===== src/design/etv_pkg.sv =====
`timescale 1ns / 1ps
// ----------------------------------------------------------------------------
// etv_pkg
// Shared widths, codes and the queue record of the edge to triangle block.
// ----------------------------------------------------------------------------
package etv_pkg;

  localparam int AddrBits     = 24;
  localparam int CoordBits    = 32;
  localparam int ColorBits    = 64;
  localparam int ThickBits    = 31;
  localparam int MagBits      = 33;
  localparam int NormBits     = 30;
  localparam int ScaleBits    = 30;
  localparam int LenBits      = 31;
  localparam int SumBits      = 62;
  localparam int ProdBits     = 60;
  localparam int QuotBits     = 31;
  localparam int MinSlot      = 24;
  localparam int VertexStride = 8;
  localparam int ThinSqLimit  = 43;
  localparam int Scale03      = 19661;
  localparam int InDataBits   = 368;
  localparam int OutDataBits  = 216;
  localparam int StatusBits   = 2;

  typedef enum logic [StatusBits-1:0] {
    StatusOk       = 2'd0,
    StatusSmall    = 2'd1,
    StatusOverflow = 2'd2
  } status_e;

  typedef struct packed {
    status_e                       status;
    logic [AddrBits-1:0]           offset;
    logic [2:0][CoordBits-1:0]     sp;
    logic [2:0][CoordBits-1:0]     ep;
    logic [ColorBits-1:0]          color;
    logic [CoordBits-1:0]          depth;
    logic [2:0]                    neg;
    logic [2:0][MagBits-1:0]       mag;
    logic                          long_edge;
    logic [ScaleBits-1:0]          scale;
  } edge_t;

endpackage


===== src/design/etv_queue.sv =====
`timescale 1ns / 1ps
// ----------------------------------------------------------------------------
// etv_queue
// Two-entry queue of classified edges between front and back.
// ----------------------------------------------------------------------------
module etv_queue (
  input  logic           clk_i,
  input  logic           rst_ni,
  input  logic           push_i,
  input  etv_pkg::edge_t push_data_i,
  output logic           full_o,
  input  logic           pop_i,
  output etv_pkg::edge_t pop_data_o,
  output logic           empty_o
);
  import etv_pkg::*;

  edge_t       mem_q [2];
  logic        wr_ptr_q;
  logic        rd_ptr_q;
  logic [1:0]  count_q;

  always_ff @(posedge clk_i or negedge rst_ni) begin
    if (!rst_ni) begin
      wr_ptr_q <= 1'b0;
      rd_ptr_q <= 1'b0;
      count_q  <= '0;
    end else begin
      if (push_i) wr_ptr_q <= !wr_ptr_q;
      if (pop_i)  rd_ptr_q <= !rd_ptr_q;
      count_q <= count_q + 2'(push_i) - 2'(pop_i);
    end
  end

  always_ff @(posedge clk_i) begin
    if (push_i) mem_q[wr_ptr_q] <= push_data_i;
  end

  assign pop_data_o = mem_q[rd_ptr_q];
  assign full_o     = count_q == 2'd2;
  assign empty_o    = count_q == 2'd0;

endmodule


===== config.mk =====
export PLATFORM = sky130hd
export DESIGN_NAME = etv_queue
export DESIGN_NICKNAME = d
export VERILOG_FILES = /design/src/design/etv_pkg.sv /design/src/design/etv_queue.sv
export SDC_FILE = /design/constraint.sdc
export NUM_CORES = 1
export LEC_CHECK = 0
export BUFFER_PORTS_ARGS = -buffer_cell sky130_fd_sc_hd__buf_4
export CAP_MARGIN = 20
export CORE_AREA = 2 2 355 357
export CTS_BUF_LIST = sky130_fd_sc_hd__clkbuf_8
export DETAILED_ROUTE_END_ITERATION = 7
export DIE_AREA = 0 0 357 359
export PLACE_DENSITY = 0.53
export REMOVE_ABC_BUFFERS = 1
export SLEW_MARGIN = 30
export SYNTH_ARGS = -nofsm -noshare
export SYNTH_HDL_FRONTEND = slang
export SYNTH_SLANG_ARGS = --single-unit
export TNS_END_PERCENT = 100

===== constraint.sdc =====
create_clock -name clk_i -period 26.9 [get_ports clk_i]
set_clock_uncertainty 0.2 [all_clocks]
set_input_delay 5.38 -clock clk_i [delete_from_list [all_inputs] [get_ports clk_i]]
set_output_delay 5.38 -clock clk_i [all_outputs]
set_load 0.01 [all_outputs]

==> impl_metrics.csv, run 1 <==
group,metric,value,unit
clock_tree,cts_inserted_buffers,153,
grt,antenna_found_initial,14,
worst_setup_path,critical_path_class,"reg -> out",
logic_synthesis,ys_seq_area_share,82.2,%
logic_synthesis,yosys_warnings,0,
clock_tree,cts_setup_buffers,0,
run_status,outcome,"finished clean",
sta,tns,0,ps
worst_setup_path,cp_slowest_cell,"dfrtp_4",
sta,rsz0062_at_grt,"false",
grt,grt-ovfl-total,0,
worst_setup_path,cp_common_cell,"buf_4",
logic_synthesis,yosysTopAreaCellShare,81.9,%
worst_setup_path,path_delay_family,"buffers and inverters",
power_and_ir_drop,sw_frac_of_total,30.2,%
sta,setup_ws,16360,ps
clock_tree,cts_sinks,898,
worst_hold_path,hp-class,"reg -> reg",
drt,vias_per_cell,4.09,
worst_setup_path,critPathCaptureType,"output pin",
drt,drtAntennaViolNets,0,
worst_setup_path,cp.arrival,4960,ps
job,maxCapViolations,0,
logic_synthesis,syn-cell-area,32800,um2
cells_and_area,nNetsFinal,2881,
clock_tree,cts_resized,0,
sta,drv_slew,0,
power_and_ir_drop,peakVddDrop,0.000104,V
power_and_ir_drop,p_per_area,102,nW/um2
grt,grt_pass1_vias,18600,
drt,first_iter_violations,1049,
worst_setup_path,worstPathRequired,21320,ps
placement,post-place-ws,16710,ps
die,die_y,359,um
sta,period_needed,10540,ps
cells_and_area,drive_above_1_share,60.5,%
logic_synthesis,netlist_top_cells_area,"edfxtp_1 82%, mux2_2 14%, mux2_4 1.8%",
worst_setup_path,path_max_fanout,70,
logic_synthesis,syn-instance-count,1406,
worst_setup_path,cp-start-kind,"flip-flop",
die,start_util,26.3,%
power_and_ir_drop,seq_power_share,43.0,%
clock_tree,path_clk_slew,60,ps
cells_and_area,syn2layout_area_growth,34.3,%
power_and_ir_drop,p_sw,1.36,mW
power_and_ir_drop,p_clk_share,24.6,%
sta,max_slew.worst_pin.slew,960,ps
sta,fmax,94.8,MHz
cells_and_area,final_common_cell,"buf_4",
clock_tree,cts_tree,"done",
power_and_ir_drop,leakage,16.4,nW
die,ios,900,
worst_setup_path,cp.buffers_inverters,4,
placement,dp_hpwl,61400,um
clock_tree,cts_max_path_buffers,3,
logic_synthesis,yosys.area.top_type,"edfxtp_1",
clock_tree,clkLatencyLatePin,820,ps
drt,routed_wl,86600,um
sta,hold_viol,0,
drt,drc,0,
drt,routedWlPerCell,20.5,um
power_and_ir_drop,comb_power_share,32.4,%
grt,grt_usage,13.1,%
worst_setup_path,cpPeakStageDelay,1000,ps
grt,grt_max_degree,148,
drt,vias,17300,
die,die-area,128000,um2
die,die-width,357,um
placement,portBuffers,899,
die,fp-row-count,130,
grt,grt_pass1_wl,123000,um
cells_and_area,layout_common_cells,"912 x buf_4, 894 x edfxtp_1, 403 x mux2_2",
worst_setup_path,path_cells,"buf_4, buf_4, buf_4, mux2_2, buf_4",
power_and_ir_drop,p_int,3.13,mW
logic_synthesis,syn_area_per_cell,23.3,um2
logic_synthesis,ys_seq_elements,898,
clock_tree,ctsHoldBuffers,0,
clock_tree,h-tree-depth,4,
sta,finalSetupViolCount,0,
clock_tree,clock-root-buffer,"clkbuf_8",
die,coreArea,125000,um2
placement,routabilityCongestion,0.866,
sta,finalCritPeriodShare,39.2,%
logic_synthesis,yosysUniqueCellTypes,15,
sta,relSlewSlack,36.0,%
drt,drtPass1Iterations,5,
cells by family after synthesis:
kind of cell  share of synthesized area [%]
flops                                  82.2
simple gates                         0.0687
xor+xnor                              0.126
fa+ha+maj                            0.0763
buf+inv                                1.69
mux                                    15.8
state kept, by name, summed over array words and instances (netlist names):
register,flops
count_q,2
mem_q,894
rd_ptr_q,1
wr_ptr_q,1
area by class of cell:
type / instances / area, um2
timing repair buffer: 917 / 6940
inverter: 2 / 7.51
clock buffer: 158 / 2170
sequential: 898 / 26900
fill: 11900 / 80600
antenna: 12 / 30.0
multi-input combinational: 456 / 5280
clock inverter: 122 / 584
tap: 1650 / 2060
worst reg2reg max path, stage by stage (launching register included):
cell	delay, ps
dfrtp_1	430
nor2b_4	730
buf_4	620
buf_6	600
buf_4	880
buf_4	890
metrics by stage:
stage	util (%)	area [um2]	instances	power, mW	hold WS [ps]
2_1_floorplan	-	32200	1356	3.09	255
5_1_grt	35.3	44000	4214	4.71	412
3_5_place_dp	33.1	41200	3922	3.44	362
4_1_cts	35.3	44000	4202	4.57	376
3_3_place_gp	33.1	41200	3922	3.42	334
6_report	35.3	44000	4215	4.49	375
metal layers:
layer / vias up / GRT usage (%) / share of wire [%]
li1: 7746 / - / -
met1: 8655 / 12.5 / 33
met2: 668 / 23.8 / 54
met3: 175 / 5.85 / 9.6
met4: 8 / 5.87 / 3.2
met5: - / 0.226 / 0.084
cells in the mapped netlist:
library cell / n
edfxtp_1: 894
mux2_2: 403
buf_6: 47
mux2_4: 40
dfrtp_1: 4
mux2_1: 4
buf_2: 2
ha_1: 2
inv_1: 2
nor2b_1: 2
xor2_1: 2
and2_1: 1
buf_4: 1
nor2_1: 1
xor3_1: 1
worst paths after layout:
check | start | endpoint | slack (ps) | depth (start not counted)
min in group asynchronous | rst_ni | wr_ptr_q | 4140 | 1
max in group asynchronous | rst_ni | rd_ptr_q | 22250 | 1
hold / removal | wr_ptr_q | wr_ptr_q | 370 | 1
setup / recovery | rd_ptr_q | pop_data_o[89] | 16360 | 5
hold reg to reg | wr_ptr_q | wr_ptr_q | 370 | 1
setup reg to reg | wr_ptr_q | mem_q[0][303] | 22100 | 5
power groups by stage:
stage / Sequential, mW / Combinational [mW] / Clock (mW)
finish: 1.93 / 1.45 / 1.10
global route: 1.96 / 1.54 / 1.21
CTS: 1.94 / 1.48 / 1.15
detailed placement: 1.96 / 1.48 / 0
global placement: 1.95 / 1.46 / 0
floorplan: 2.21 / 0.889 / 0
No activity file was read; power rests on OpenSTA's default activity.
==> run 2, diff against run 1 <==
==> constraint.sdc (replaced) <==
create_clock -name clk_i -period 11.1 [get_ports clk_i]
set_clock_uncertainty 0.2 [all_clocks]
set_input_delay 2.22 -clock clk_i [delete_from_list [all_inputs] [get_ports clk_i]]
set_output_delay 2.22 -clock clk_i [all_outputs]
set_load 0.01 [all_outputs]
==> run 2 against run 1 <==
  * Design area grew 0.37%
  * First-iteration DRC count decreased by 15%
  * Core utilization grew 0.13 points
  * Routed wire length down 0.27%
  * Worst setup slack worse by 11000 ps
  * Global-route usage about the same
  * Critical path type unchanged
==> impl_metrics.csv, run 2 (synthesis results as in run 1) <==
group,metric,value,unit
worst_setup_path,cp.arrival,3650,ps
sta,period_needed,6070,ps
clock_tree,clock-root-buffer,"clkbuf_8",
sta,max_slew.worst_pin.slew,1010,ps
cells_and_area,layout_common_cells,"904 x buf_4, 894 x edfxtp_1, 403 x mux2_2",
clock_tree,cts_tree,"done",
placement,post-place-ws,5770,ps
cells_and_area,largest_reg_flops,894,
drt,drtPass1Iterations,6,
cells_and_area,syn2layout_area_growth,34.8,%
die,die-area,128000,um2
power_and_ir_drop,leakage,16.5,nW
sta,finalCritPeriodShare,54.6,%
job,maxCapViolations,0,
placement,portBuffers,899,
die,fp-row-count,130,
worst_setup_path,worstPathRequired,8680,ps
die,die-width,357,um
grt,grt_pass1_wl,123000,um
die,start_util,26.3,%
cells_and_area,final_common_cell,"buf_4",
drt,dr_wl_met2,47800,um
grt,antenna_found_initial,11,
clock_tree,clkLatencyLatePin,800,ps
drt,vias,17300,
clock_tree,cts_setup_buffers,0,
worst_setup_path,path_max_fanout,151,
worst_hold_path,hold_depth,1,
die,coreArea,125000,um2
sta,fmax,165,MHz
clock_tree,cts_max_path_buffers,3,
clock_tree,ctsHoldBuffers,0,
cells_and_area,drive_above_1_share,60.8,%
drt,vias_per_cell,4.10,
clock_tree,cts_resized,0,
cells_and_area,finalInstanceArea,44200,um2
clock_tree,h-tree-depth,4,
clock_tree,cts_inserted_buffers,154,
cells_and_area,final_cells,4213,
worst_setup_path,critPathCaptureType,"output pin",
drt,drtAntennaViolNets,0,
drt,routed_wl,86300,um
power_and_ir_drop,p_per_area,248,nW/um2
sta,drv_slew,0,
sta,hold_viol,0,
worst_hold_path,hp-class,"reg -> reg",
grt,grt_max_degree,158,
drt,drc,0,
worst_setup_path,critical_path_class,"reg -> out",
placement,routabilityCongestion,0.840,
run_status,outcome,"finished clean",
clock_tree,cts_sinks,898,
placement,post_dp_cell_area,41200,um2
grt,grt_pass1_vias,18700,
worst_setup_path,r2r-start,"wr_ptr_q",
worst_setup_path,cp-start-kind,"flip-flop",
sta,rsz0062_at_grt,"false",
placement,dp.cells,3917,
die,die_y,359,um
sta,finalSetupViolCount,0,
grt,grt_usage,13.0,%
clock_tree,path_clk_slew,60,ps
cells_and_area,nNetsFinal,2880,
worst_hold_path,min_from,"wr_ptr_q",
grt,grt-ovfl-total,0,
cells_and_area,top_regs,"mem_q: 894 flops, count_q: 2 flops",
power_and_ir_drop,peakVddDrop,0.000200,V
sta,fin_hold_ws,363,ps
drt,first_iter_violations,891,
worst_setup_path,critPathLaunch,"rd_ptr_q",
placement,dp_hpwl,60700,um
drt,routedWlPerCell,20.5,um
drt,m1WireLength,29200,um
sta,relSlewSlack,32.6,%
drt,met3_length,6940,um
worst_setup_path,r2r_cells,3,
cells_and_area,top_register,"mem_q",
sta,setup_ws,5030,ps
die,ios,900,
drt,top_layer,"met5",
run 2: cell types whose count changed in the layout (fill, tap and decap cells not counted), moves of 2 or more:
cell       before  now
buf_12          2    7
buf_16          1    4
buf_4         912  904
buf_6           2    0
bufinv_16       1    4
clkinv_1       53   45
clkinv_2       10   14
clkinv_8        3    0
inv_8           1    5
run 2: final cells by class:
cell class	count	area, um2
fill	11900	80400
sequential	898	26900
timing repair buffer	915	7040
multi-input combinational	456	5280
clock buffer	157	2160
tap	1650	2060
clock inverter	123	661
antenna	12	30.0
inverter	2	7.51
run 2: metal layers:
metal | vias to the layer above | global-route usage, %
li1 | 7735 | -
met1 | 8768 | 12.8
met2 | 615 | 24.4
met3 | 137 | 5.04
met4 | 4 | 5.03
met5 | - | 0
run 2: final timing paths:
check	to	slack [ps]
worst max-delay path	pop_data_o[105]	5030
max in group asynchronous	rd_ptr_q	9570
worst max register to register	mem_q[1][163]	7670
min in group asynchronous	wr_ptr_q	1010
worst min-delay path	wr_ptr_q	360
worst min register to register	wr_ptr_q	360
run 2: critical path: stages, from the launching register on:
cell and delay, ps:
dfrtp_4 690, buf_4 630, buf_12 620, mux2_2 430, buf_4 150
run 2: stage by stage:
| stage | total power, mW | util [%] | TNS, ps |
|---|---|---|---|
| after global placement | 8.30 | 33.1 | 0 |
| final | 11.0 | 35.5 | 0 |
| after floorplan | 7.50 | - | -7376630 |
| after CTS | 11.1 | 35.4 | 0 |
| after detailed placement | 8.35 | 33.1 | 0 |
| after global routing | 11.5 | 35.5 | 0 |
run 2: where the power goes:
group,switching (mW),internal (mW),total [mW]
Combinational,1.81,1.77,3.58
Sequential,0.153,4.50,4.66
Clock,1.30,1.42,2.72
Total,3.27,7.69,11.0
==> run 3, diff against run 2 <==
==> constraint.sdc (replaced) <==
create_clock -name clk_i -period 5.6 [get_ports clk_i]
set_clock_uncertainty 0.2 [all_clocks]
set_input_delay 1.12 -clock clk_i [delete_from_list [all_inputs] [get_ports clk_i]]
set_output_delay 1.12 -clock clk_i [all_outputs]
set_load 0.01 [all_outputs]
==> run 3 against run 2 <==
  * Cell count increased by 0.52%
  * Via count increased by 1.2%
  * Combinational power increased by 100%
  * Clock power increased by 99%
  * Sequential power increased by 99%
  * Largest power group unchanged
  * Flip-flop and latch count unchanged
==> impl_metrics.csv, run 3 (synthesis results as in run 1) <==
group,metric,value,unit
run_status,outcome,"finished clean",
cells_and_area,syn2layout_area_growth,35.3,%
clock_tree,cts_sinks,898,
clock_tree,cts_resized,0,
die,ios,900,
sta,period_needed,4180,ps
grt,grt_pass1_vias,19100,
placement,post_dp_cell_area,41500,um2
worst_setup_path,worstPathRequired,4280,ps
worst_setup_path,r2r_cells,3,
drt,first_iter_violations,903,
cells_and_area,top_regs,"mem_q: 894 flops, count_q: 2 flops",
die,die-area,128000,um2
die,coreArea,125000,um2
grt,grt_usage,13.8,%
worst_setup_path,critical_path_class,"reg -> out",
clock_tree,cts_setup_buffers,0,
clock_tree,cts_inserted_buffers,153,
cells_and_area,drive_above_1_share,61.3,%
worst_setup_path,cp.arrival,2860,ps
drt,drtPass1Iterations,7,
grt,grt-ovfl-total,0,
drt,vias,17500,
grt,grt_pass1_wl,129000,um
drt,vias_per_cell,4.12,
grt,antenna_found_initial,18,
clock_tree,clock-root-buffer,"clkbuf_8",
sta,finalSetupViolCount,0,
die,fp-row-count,130,
die,start_util,26.3,%
worst_setup_path,r2r_end,"mem_q[1][140]",
die,die-width,357,um
power_and_ir_drop,p_per_area,492,nW/um2
cells_and_area,layout_common_cells,"930 x buf_4, 894 x edfxtp_1, 403 x mux2_2",
power_and_ir_drop,leakage,16.6,nW
sta,drv_slew,0,
cells_and_area,largest_reg_flops,894,
drt,drtAntennaViolNets,0,
clock_tree,cts_tree,"done",
cells_and_area,final_common_cell,"buf_4",
sta,max_slew.worst_pin.slew,798,ps
sta,tns,0,ps
sta,fin_hold_ws,246,ps
drt,drc,0,
grt,grt_max_degree,117,
cells_and_area,nNetsFinal,2906,
job,maxCapViolations,0,
worst_setup_path,cp-start-kind,"flip-flop",
worst_setup_path,r2r_setup_slack,3320,ps
die,die_y,359,um
cells_and_area,top_register,"mem_q",
worst_setup_path,r2r-start,"wr_ptr_q",
placement,routabilityCongestion,0.865,
sta,fmax,239,MHz
worst_hold_path,hold_depth,1,
sta,hold_viol,0,
sta,relSlewSlack,46.8,%
clock_tree,path_clk_slew,80,ps
clock_tree,h-tree-depth,4,
worst_setup_path,path_max_fanout,77,
sta,finalCritPeriodShare,74.6,%
cells_and_area,finalInstanceArea,44300,um2
power_and_ir_drop,peakVddDrop,0.000264,V
sta,rsz0062_at_grt,"false",
placement,portBuffers,899,
clock_tree,clkLatencyLatePin,840,ps
worst_hold_path,hold_end,"mem_q[1][379]",
placement,dp_hpwl,66200,um
clock_tree,cts_max_path_buffers,3,
drt,routed_wl,91400,um
worst_hold_path,hp-class,"in -> reg",
drt,routedWlPerCell,21.6,um
worst_hold_path,min_from,"push_data_i[379]",
worst_setup_path,critPathCaptureType,"output pin",
run 3: worst max path at each step:
stage                                 end  cells after the start      from
after floorplan               mem_q[0][0]                      1    push_i
after global placement      mem_q[1][125]                      3    push_i
after detailed placement  pop_data_o[105]                      4  rd_ptr_q
after CTS                 pop_data_o[105]                      4  rd_ptr_q
after global routing      pop_data_o[105]                      4  rd_ptr_q
final                     pop_data_o[105]                      4  rd_ptr_q
run 3: stage by stage:
step	worst slack [ps]	power [mW]	instances	utilization, %
final	1420	21.8	4235	35.6
after global routing	1210	22.9	4235	35.6
after CTS	1270	22.2	4221	35.5
after detailed placement	2270	16.7	3946	33.3
after global placement	2320	16.6	3946	33.3
after floorplan	-16210	12.6	1356	-
run 3: cell type report:
cell class,count,area [um2]
inverters,2,7.51
diodes,13,32.5
multi-input cells,456,5280
well taps,1650,2060
flip-flops and latches,898,26900
fillers,11800,80300
repair buffers,942,7220
clock inverters,119,637
clock buffers,155,2130
run 3: worst max-delay path, stage by stage, from the launching register on:
cell and delay, ps:
dfrtp_4 650, buf_12 260, buf_12 360, mux2_2 400, buf_4 150
run 3: routing by layer:
layer  GRT usage [%]  wire, um
met5               0        46
met3            5.39      7570
met4            6.49      3050
met2            25.3     49600
met1            13.5     31100
run 3: report_power, final:
group	switching, mW	total, mW	internal (mW)
Combinational	3.59	7.15	3.56
Sequential	0.343	9.26	8.91
Clock	2.70	5.40	2.70
Total	6.63	21.8	15.2
run 3: timing repair:
action	in CTS	in global routing
hold buffers	1	0
setup endpoints to repair	0	0
endpoints found under the hold margin	4	0
