### config.mk
export PLATFORM = sky130hd
export DESIGN_NAME = etv_front
export DESIGN_NICKNAME = d
export VERILOG_FILES = /design/src/design/etv_pkg.sv /design/src/design/etv_front.sv
export SDC_FILE = /design/constraint.sdc
export NUM_CORES = 1
export LEC_CHECK = 0
export BUFFER_PORTS_ARGS = -buffer_cell sky130_fd_sc_hd__buf_4
export CORE_AREA = 2 2 332 334
export CTS_BUF_LIST = sky130_fd_sc_hd__clkbuf_4
export CTS_CLUSTER_SIZE = 14
export DETAILED_ROUTE_END_ITERATION = 10
export DIE_AREA = 0 0 334 336
export SLEW_MARGIN = 15
export SYNTH_ARGS = -nofsm -noshare
export SYNTH_HDL_FRONTEND = slang
export SYNTH_SLANG_ARGS = --single-unit
### constraint.sdc
create_clock -name clk_i -period 15.7 [get_ports clk_i]
set_input_delay 3.14 -clock clk_i [delete_from_list [all_inputs] [get_ports clk_i]]
set_output_delay 3.14 -clock clk_i [all_outputs]
set_load 0.02 [all_outputs]
### src/design/etv_pkg.sv
`timescale 1ns / 1ps
// ----------------------------------------------------------------------------
// etv_pkg
// Shared widths, codes and the queue record of the edge to triangle block.
// ----------------------------------------------------------------------------
package etv_pkg;

  localparam int AddrBits     = 24;
  localparam int CoordBits    = 32;
  localparam int ColorBits    = 64;
  localparam int ThickBits    = 31;
  localparam int MagBits      = 33;
  localparam int NormBits     = 30;
  localparam int ScaleBits    = 30;
  localparam int LenBits      = 31;
  localparam int SumBits      = 62;
  localparam int ProdBits     = 60;
  localparam int QuotBits     = 31;
  localparam int MinSlot      = 24;
  localparam int VertexStride = 8;
  localparam int ThinSqLimit  = 43;
  localparam int Scale03      = 19661;
  localparam int InDataBits   = 368;
  localparam int OutDataBits  = 216;
  localparam int StatusBits   = 2;

  typedef enum logic [StatusBits-1:0] {
    StatusOk       = 2'd0,
    StatusSmall    = 2'd1,
    StatusOverflow = 2'd2
  } status_e;

  typedef struct packed {
    status_e                       status;
    logic [AddrBits-1:0]           offset;
    logic [2:0][CoordBits-1:0]     sp;
    logic [2:0][CoordBits-1:0]     ep;
    logic [ColorBits-1:0]          color;
    logic [CoordBits-1:0]          depth;
    logic [2:0]                    neg;
    logic [2:0][MagBits-1:0]       mag;
    logic                          long_edge;
    logic [ScaleBits-1:0]          scale;
  } edge_t;

endpackage

### src/design/etv_front.sv
`timescale 1ns / 1ps
// ----------------------------------------------------------------------------
// etv_front
// Holds the buffer length, checks the slot and classifies each edge.
// ----------------------------------------------------------------------------
module etv_front (
  input  logic                           clk_i,
  input  logic                           rst_ni,
  input  logic                           cfg_we_i,
  input  logic [etv_pkg::AddrBits-1:0]   cfg_wdata_i,
  input  logic                           in_valid_i,
  output logic                           in_ready_o,
  input  logic [etv_pkg::InDataBits-1:0] in_data_i,
  input  logic                           queue_full_i,
  output logic                           push_o,
  output etv_pkg::edge_t                 edge_o
);
  import etv_pkg::*;

  logic [AddrBits-1:0]        buf_len_q;
  logic [AddrBits-1:0]        offset;
  logic [AddrBits-1:0]        size;
  logic [AddrBits:0]          slot_end;
  logic [2:0][CoordBits-1:0]  sp;
  logic [2:0][CoordBits-1:0]  ep;
  logic [2:0][MagBits:0]      d;
  logic [2:0][MagBits:0]      p;
  logic [2:0][MagBits-1:0]    mag;
  logic [2:0]                 neg;
  logic [ThickBits-1:0]       thick;
  logic [45:0]                scaled;
  logic [6:0]                 small_sq;
  logic                       big;

  always_ff @(posedge clk_i or negedge rst_ni) begin
    if (!rst_ni) begin
      buf_len_q <= '0;
    end else if (cfg_we_i) begin
      buf_len_q <= cfg_wdata_i;
    end
  end

  assign offset   = in_data_i[23:0];
  assign size     = in_data_i[47:24];
  assign sp[0]    = in_data_i[79:48];
  assign sp[1]    = in_data_i[111:80];
  assign sp[2]    = in_data_i[143:112];
  assign ep[0]    = in_data_i[175:144];
  assign ep[1]    = in_data_i[207:176];
  assign ep[2]    = in_data_i[239:208];
  assign thick    = in_data_i[334:304];
  assign slot_end = {1'b0, offset} + {1'b0, size};

  always_comb begin
    for (int i = 0; i < 3; i++) begin
      d[i] = {{2{ep[i][CoordBits-1]}}, ep[i]} - {{2{sp[i][CoordBits-1]}}, sp[i]};
    end
    p[0] = -d[1];
    p[1] = d[0];
    p[2] = d[2];
    big      = 1'b0;
    small_sq = '0;
    for (int i = 0; i < 3; i++) begin
      neg[i] = p[i][MagBits];
      mag[i] = neg[i] ? MagBits'(-p[i]) : p[i][MagBits-1:0];
      if (mag[i] >= MagBits'(7)) big = 1'b1;
      small_sq = small_sq + 7'(mag[i][2:0]) * 7'(mag[i][2:0]);
    end
  end

  // 0.3 * thickness, rounded half up
  assign scaled = 46'(thick) * 46'(Scale03) + 46'(32768);

  always_comb begin
    edge_o.offset    = offset;
    edge_o.sp        = sp;
    edge_o.ep        = ep;
    edge_o.color     = in_data_i[303:240];
    edge_o.depth     = in_data_i[366:335];
    edge_o.neg       = neg;
    edge_o.mag       = mag;
    edge_o.long_edge = big || (small_sq >= 7'(ThinSqLimit));
    edge_o.scale     = scaled[45:16];
    if (size < AddrBits'(MinSlot)) begin
      edge_o.status = StatusSmall;
    end else if (slot_end > {1'b0, buf_len_q}) begin
      edge_o.status = StatusOverflow;
    end else begin
      edge_o.status = StatusOk;
    end
  end

  assign in_ready_o = !queue_full_i;
  assign push_o     = in_valid_i && !queue_full_i;

endmodule

==> results of run 1 <==
[cell usage in the layout, fill, tap and decap left out, types with 17 or more instances in the layout]
| master | instances |
|---|---|
| sky130_fd_sc_hd__a21oi_1 | 156 |
| sky130_fd_sc_hd__o21ai_0 | 107 |
| sky130_fd_sc_hd__nand2b_1 | 28 |
| sky130_fd_sc_hd__o21bai_1 | 18 |
| sky130_fd_sc_hd__nand4_1 | 36 |
| sky130_fd_sc_hd__and3_1 | 23 |
| sky130_fd_sc_hd__nor2_1 | 196 |
| sky130_fd_sc_hd__a31oi_1 | 26 |
| sky130_fd_sc_hd__inv_1 | 458 |
| sky130_fd_sc_hd__nor3_1 | 75 |
| sky130_fd_sc_hd__or2_2 | 17 |
| sky130_fd_sc_hd__buf_4 | 667 |
| sky130_fd_sc_hd__and2_1 | 24 |
| sky130_fd_sc_hd__dfrtp_1 | 24 |
| sky130_fd_sc_hd__xor2_1 | 94 |
| sky130_fd_sc_hd__nand2_1 | 152 |
| sky130_fd_sc_hd__xnor2_1 | 140 |
| sky130_fd_sc_hd__o21a_1 | 37 |
| sky130_fd_sc_hd__or3_1 | 26 |
| sky130_fd_sc_hd__o31ai_1 | 20 |
| sky130_fd_sc_hd__o211ai_1 | 17 |
| sky130_fd_sc_hd__a21o_1 | 56 |
| sky130_fd_sc_hd__nor4_1 | 18 |
| sky130_fd_sc_hd__ha_1 | 387 |
| sky130_fd_sc_hd__fa_1 | 174 |
| sky130_fd_sc_hd__nor2b_1 | 35 |
| sky130_fd_sc_hd__nand3_1 | 61 |
| sky130_fd_sc_hd__a211oi_1 | 21 |
[layout make-up]
cell class | count | area share
clock buffers | 3 | 0.0008121
inverters | 460 | 0.06226
multi-input cells | 2184 | 0.6709
flip-flops and latches | 24 | 0.02165
well taps | 1414 | 0.06379
repair buffers | 667 | 0.1805
[logic make-up (layout without fill, tap and decap cells)]
family	after synthesis	after routing
fa+ha+maj	561	561
compound gates	613	613
xor+xnor	235	235
mux	10	10
flops	24	24
simple gates	765	765
buf+inv	830	1130
[layer usage]
| layer | global-route usage | vias to the layer above | wire length (µm) | part of all wire |
|---|---|---|---|---|
| met1 | 0.2166 | 10630 | 42870 | 0.46 |
| met2 | 0.2601 | 733 | 42110 | 0.46 |
| met5 | 0.006383 | - | 98 | 0.0011 |
| li1 | - | 10690 | - | - |
| met4 | 0.02099 | 2 | 1500 | 0.016 |
| met3 | 0.02722 | 77 | 5797 | 0.063 |
[power by group through the flow]
stage	Sequential, µW	Combinational, µW	Clock [µW]
5_1_grt	69.2	4790	36.7
2_1_floorplan	69.6	2860	0
4_1_cts	68.7	4370	33.4
6_report	68.7	4330	32.5
3_3_place_gp	69.8	4310	0
3_5_place_dp	70.0	4340	0
[worst max-delay path by stage]
| stage | from | endpoint | slack [ns] | depth (start not counted) |
|---|---|---|---|---|
| after floorplan | in_data_i[176] | edge_o[30] | 1.25 | 35 |
| after global placement | in_data_i[176] | edge_o[30] | 0.42 | 37 |
| after detailed placement | in_data_i[176] | edge_o[30] | 0.37 | 37 |
| after CTS | in_data_i[176] | edge_o[30] | 0.34 | 37 |
| after global routing | in_data_i[176] | edge_o[30] | -0.02 | 36 |
| final | in_data_i[176] | edge_o[30] | 0.65 | 38 |
[through the flow]
stage | setup WS (ns) | std cells | total power, µW
floorplan | 1.246 | 3038 | 2934
global placement | 0.4192 | 4748 | 4379
detailed placement | 0.3663 | 4748 | 4411
CTS | 0.3379 | 4751 | 4468
global route | -0.02009 | 4752 | 4892
finish | 0.6450 | 4752 | 4428
[worst max-delay path: cells and delay by family]
| family | cells | cell delay [ns] |
|---|---|---|
| buffers and inverters | 8 | 0.84 |
| AND/OR/NAND/NOR | 13 | 3.27 |
| adder cells (fa/ha/maj) | 6 | 2.26 |
| AO/OA/AOI/OAI | 9 | 2.10 |
| XOR/XNOR | 2 | 0.28 |
[timing repair]
item | CTS | global route
hold endpoints to repair | 0 | 0
buffers inserted | 0 | 1
setup endpoints to repair | 0 | 1
gates resized for setup | 0 | 4
==> results.rst, run 1 <==
.. list-table::
   :header-rows: 1

   * - Metric
     - Value
   * - TritonCTS sink count
     - 24
   * - Post-DP HPWL
     - 84.24 mm
   * - Share of synthesized cell area in and, or, nand and nor gates
     - 0.1675
   * - Maximum vdd drop
     - 309.3 µV
   * - Hold Fails Final Rpt
     - 0
   * - Ports placed on the boundary
     - around 850
   * - Final hold slack
     - 0.5525 ns
   * - Number of flip-flops in the largest register
     - 24
   * - Result of the run
     - finished clean
   * - Wire length of the first global-routing pass
     - 135.1 mm
   * - Post-synthesis adder-cell area fraction
     - 0.3536
   * - Port Buffers
     - between 600 and 700
   * - Share of total power in combinational logic
     - 0.977
   * - Type of element launching the critical path
     - primary input
   * - Fraction of synthesized area in multiplexers
     - 0.004358
   * - F_max
     - ~66 MHz
   * - Die Span Y
     - between 300 and 400 µm
   * - Final WL
     - approximately 92 mm
   * - Fillers
     - 11990
   * - Share of the yosys chip area belonging to registers
     - 0.02551
   * - Fraction of synthesized cell area taken by the top area cell type
     - 0.2057
   * - Xor/xnor cell area share of the yosys netlist
     - 0.08742
   * - Worst hold path type
     - reg2reg
   * - Synth Flop Type
     - sky130_fd_sc_hd__dfrtp_1
   * - Post-synthesis net count
     - 3996
   * - Leakage power of the design
     - approximately 0.014 µW
   * - Data required time at the worst endpoint
     - 12.56 ns
   * - CP Capture Type
     - output port
   * - Leading cell type by number of instances after synthesis
     - sky130_fd_sc_hd__inv_1
   * - Drt via density
     - ~4.7
   * - CTS tree
     - yes
   * - Area taken by flip-flops and latches
     - ~600 µm²
   * - Worst-case clock buffer depth
     - 2
   * - Tcrit/Tclk final
     - 0.9589
   * - Setup CP Type
     - in2out
   * - Largest fanout of any net on the critical path
     - 7
   * - Number of enable flip-flop cells after synthesis
     - 0
   * - Main combinational cell family by area after synthesis
     - adder cells
   * - Setup slack of the most critical reg-to-reg path
     - around 15 ns
   * - Effective utilization at floorplan
     - 0.2172
   * - Iteration-0 DRC Markers
     - approximately 1400
   * - Portion of total power attributed to the clock network
     - 0.007
   * - Final setup violation count
     - 0
   * - Top post-synthesis cells by area
     - sky130_fd_sc_hd__ha_1, sky130_fd_sc_hd__fa_1, sky130_fd_sc_hd__buf_4
   * - Cell count after synthesis
     - between 3000 and 4000
   * - Placement-stage cell area
     - between 0.02 and 0.03 mm²
   * - Final Max Slew Viols
     - 0
   * - Proportion of layout cells with a drive suffix above 1
     - 0.2214
   * - Fraction of registers with async set or reset after synthesis
     - 1.000
   * - R2r endpoint
     - buf_len_q[20]
   * - TritonCTS buffer count
     - 3
   * - Slowest stage cell on the critical path
     - sky130_fd_sc_hd__or4b_1
   * - R2r startpoint
     - buf_len_q[20]
   * - Internal power component
     - 1873 µW
   * - Max capacitance violation total
     - 0
   * - Switch share
     - 0.5770
   * - Clock latency reported for the late side of the worst-skew pair
     - about 0.36 ns
   * - First-pass iteration count of the detailed router
     - 5
   * - Yosys warns
     - 0
   * - Remaining global-route overflow
     - 0
   * - Count of distinct cell types in the synthesized netlist
     - 109
   * - Post-layout min period
     - roughly 15 ns
   * - Post-synth top cells
     - sky130_fd_sc_hd__inv_1, sky130_fd_sc_hd__ha_1, sky130_fd_sc_hd__buf_4, sky130_fd_sc_hd__nor2_1, sky130_fd_sc_hd__fa_1
   * - Number of nets in the finished design
     - 4298
   * - Cell accounting for the most synthesized area
     - sky130_fd_sc_hd__ha_1
   * - H-Tree Depth
     - 1
   * - Power per standard cell area
     - 159.7 mW/mm²
   * - Sw Pwr
     - 2555 µW
   * - Reg2reg path depth
     - 2
   * - Reg power frac
     - 0.016
   * - Largest net degree at the start of global routing
     - 48
   * - Compound-gate portion of the synthesized area
     - 0.1769
   * - Largest stage delay on the critical path
     - 0.55 ns
   * - Worst-Margin Slew
     - about 1.1 ns
   * - Die Wd
     - roughly 330 µm
   * - Number of placement rows
     - between 100 and 150
   * - Accumulated negative setup slack
     - 0 ns
   * - Clock transition at path regs
     - around 0.15 ns
   * - WHS Endpoint
     - buf_len_q[0]
   * - Master cell of the clock root buffer
     - sky130_fd_sc_hd__clkbuf_4
   * - Cell occurring most often along the worst timing path
     - sky130_fd_sc_hd__inv_1
   * - Global Route Usage Sum
     - 0.1570
   * - Largest registers
     - buf_len_q x24
   * - Launch instance of the worst min-delay path
     - buf_len_q[0]
   * - Residual DRC count
     - 0
   * - Post-layout instance area
     - roughly 0.028 mm²
   * - Overall die area
     - 0.1122 mm²
   * - Number of hold buffers added after cts
     - 0
   * - Post-route core utilization
     - 0.2559
   * - Area Overhead vs Synth
     - 17.80%
   * - Worst Skew
     - 0 ns
   * - Core footprint
     - roughly 0.11 mm²
   * - Flip-flop and latch count after synthesis
     - 24
   * - Routed length per placed instance
     - approximately 19 µm
   * - Area occupied by multi-input gates
     - ~0.019 mm²
   * - Area of the mapped netlist
     - 0.02354 mm²
   * - Via count of the first global-routing pass
     - roughly 21000
   * - Arrival time worst endpoint
     - 11.91 ns
   * - Largest register by flop count
     - buf_len_q
   * - Last weighted congestion value of the routability-driven placer
     - about 0.9
   * - Remaining max-slew budget at the tightest pin
     - 0.2836
   * - Antenna Nets Post-Route
     - 0
   * - Average cell area after synthesis
     - ~7.7 µm²
   * - Cell count of the worst hold path
     - 1
   * - Routed vias
     - around 22000
   * - Initial antenna violation count
     - 8
   * - Final antenna diode count
     - 0
No activity file was read; power rests on OpenSTA's default activity.
==> run 2: changes to the inputs <==
==> constraint.sdc (replaced) <==
create_clock -name clk_i -period 15.7 [get_ports clk_i]
set_input_delay 4.71 -clock clk_i [delete_from_list [all_inputs] [get_ports clk_i]]
set_output_delay 4.71 -clock clk_i [all_outputs]
set_load 0.02 [all_outputs]
==> results.rst, run 2 (same netlist as run 1, synthesis figures left out) <==
.. list-table::
   :header-rows: 1

   * - Metric
     - Value
   * - Result of the run
     - complete, but fails checks
   * - Violations in the final reports
     - setup timing
   * - Met1 wire length
     - 42.73 mm
   * - Type of element launching the critical path
     - primary input
   * - Routed wire length on met2
     - around 43 mm
   * - Worst-Margin Slew
     - slightly below 1 ns
   * - Drt via density
     - 4.519
   * - Fin worst setup slack
     - -1.531 ns
   * - Clock transition at path regs
     - ~0.15 ns
   * - Overall die area
     - about 0.11 mm²
   * - Final WL
     - between 90 and 100 mm
   * - Final hold slack
     - between 0.5 and 0.6 ns
   * - Arrival time worst endpoint
     - 12.52 ns
   * - Max capacitance violation total
     - 0
   * - Routed vias
     - between 20000 and 25000
   * - TritonCTS sink count
     - 24
   * - Number of nets in the finished design
     - 4778
   * - TritonCTS buffer count
     - 3
   * - Global Route Usage Sum
     - 0.1599
   * - Slowest stage cell on the critical path
     - sky130_fd_sc_hd__fa_1
   * - Number of placement rows
     - between 100 and 150
   * - Post-route core utilization
     - 0.2942
   * - Remaining max-slew budget at the tightest pin
     - 0.3442
   * - Clock latency reported for the late side of the worst-skew pair
     - 0.35 ns
   * - Master cell of the clock root buffer
     - sky130_fd_sc_hd__clkbuf_4
   * - Maximum vdd drop
     - 295.9 µV
   * - First-pass iteration count of the detailed router
     - 8
   * - Number of flip-flops in the largest register
     - 24
   * - Largest registers
     - buf_len_q x24
   * - F_max
     - roughly 58 MHz
   * - Worst Skew
     - 0 ns
   * - Commonest non-fill, non-tap cell in the layout
     - sky130_fd_sc_hd__buf_4
   * - Setup CP Type
     - in2out
   * - Leakage power of the design
     - 0.01623 µW
   * - Post-layout min period
     - between 15 and 20 ns
   * - CTS tree
     - yes
   * - Die Wd
     - about 330 µm
   * - Hold Fails Final Rpt
     - 0
   * - Largest net degree at the start of global routing
     - 48
   * - Final setup violation count
     - 1
   * - Ports placed on the boundary
     - 846
   * - Antenna Nets Post-Route
     - 0
   * - Area Overhead vs Synth
     - 35.45%
   * - Met3 wire length
     - roughly 5.2 mm
   * - Effective utilization at floorplan
     - 0.2172
   * - Last weighted congestion value of the routability-driven placer
     - approximately 1
   * - Accumulated negative setup slack
     - -1.531 ns
   * - Post-DP HPWL
     - about 86 mm
   * - Residual DRC count
     - 0
   * - Wire length of the first global-routing pass
     - roughly 140 mm
   * - CP Capture Type
     - output port
   * - Proportion of layout cells with a drive suffix above 1
     - 0.3386
   * - Leading cell types in the layout, fill and taps excluded
     - sky130_fd_sc_hd__buf_4, sky130_fd_sc_hd__inv_1, sky130_fd_sc_hd__ha_1
   * - Iteration-0 DRC Markers
     - 1316
   * - Fillers
     - 11740
   * - Core footprint
     - about 0.11 mm²
   * - Worst-case clock buffer depth
     - 2
   * - H-Tree Depth
     - 1
   * - Largest stage delay on the critical path
     - 0.54 ns
   * - Largest fanout of any net on the critical path
     - 6
   * - Largest register by flop count
     - buf_len_q
   * - Worst hold path type
     - reg2reg
   * - Tcrit/Tclk final
     - 1.098
   * - Initial antenna violation count
     - 5
   * - Die Span Y
     - about 340 µm
   * - Power per standard cell area
     - approximately 150 mW/mm²
   * - Final Max Slew Viols
     - 0
   * - RSZ-0062 raised after global routing
     - true
   * - Port Buffers
     - ~650
   * - Routed length per placed instance
     - 17.81 µm
   * - Worst setup slack before clock tree synthesis
     - -2.149 ns
   * - Remaining global-route overflow
     - 0
   * - Via count of the first global-routing pass
     - 23770
   * - Data required time at the worst endpoint
     - 10.99 ns
   * - DR top layer
     - met5
==> run 2: final timing paths <==
kind                                 end            from  cells after the start  slack [ns]
max                           edge_o[30]  in_data_i[176]                     37       -1.53
min                         buf_len_q[0]    buf_len_q[0]                      1        0.54
max reg2reg                buf_len_q[21]   buf_len_q[21]                      2       14.92
min reg2reg                 buf_len_q[0]    buf_len_q[0]                      1        0.54
max in group asynchronous  buf_len_q[16]          rst_ni                      1       11.19
min in group asynchronous  buf_len_q[21]          rst_ni                      1        4.25
==> run 2: repair_timing <==
item                                    in CTS  in global routing
pin swaps                                   20                 51
gates resized for setup                     44                 48
hold buffers                                 0                  0
endpoints found under the hold margin        0                  0
buffers inserted                             6                  8
endpoints found under the setup margin       5                  8
==> run 2: per-layer routing <==
metal  vias to the layer above  track usage
met4                         2      0.03259
met2                       701       0.2708
met5                         -            0
met1                     11210       0.2152
li1                      11640            -
met3                       111      0.02295
==> run 2: through the flow <==
step                instance area [µm²]  std cells  total power (µW)
global placement                  31330       5215              4635
CTS                               31610       5225              4810
detailed placement                31330       5215              4688
global route                      31890       5234              5348
finish                            31890       5236              4850
floorplan                         23660       3038              2955
==> run 2: layout make-up <==
| class | count | area (µm²) | share of cell area |
|---|---|---|---|
| antenna | 3 | 7.507 | 0.0002354 |
| clock buffer | 3 | 22.52 | 0.0007062 |
| clock inverter | 1 | 3.754 | 0.0001177 |
| inverter | 460 | 1739 | 0.05454 |
| multi-input combinational | 2184 | 19050 | 0.5973 |
| sequential | 24 | 600.6 | 0.01883 |
| tap | 1414 | 1769 | 0.05548 |
| timing repair buffer | 1147 | 8698 | 0.2728 |
==> run 2: worst max-delay path: cells and delay by family <==
kind / cells / cell delay, ns
XOR/XNOR: 1 / 0.14
AND/OR/NAND/NOR: 14 / 3.46
adder cells (fa/ha/maj): 6 / 1.88
AO/OA/AOI/OAI: 8 / 1.61
buffers and inverters: 8 / 0.68
==> run 2: report_power, final <==
group	switching (µW)	internal, µW
Combinational	2590	2160
Clock	22.1	9.39
Sequential	1.39	67.2
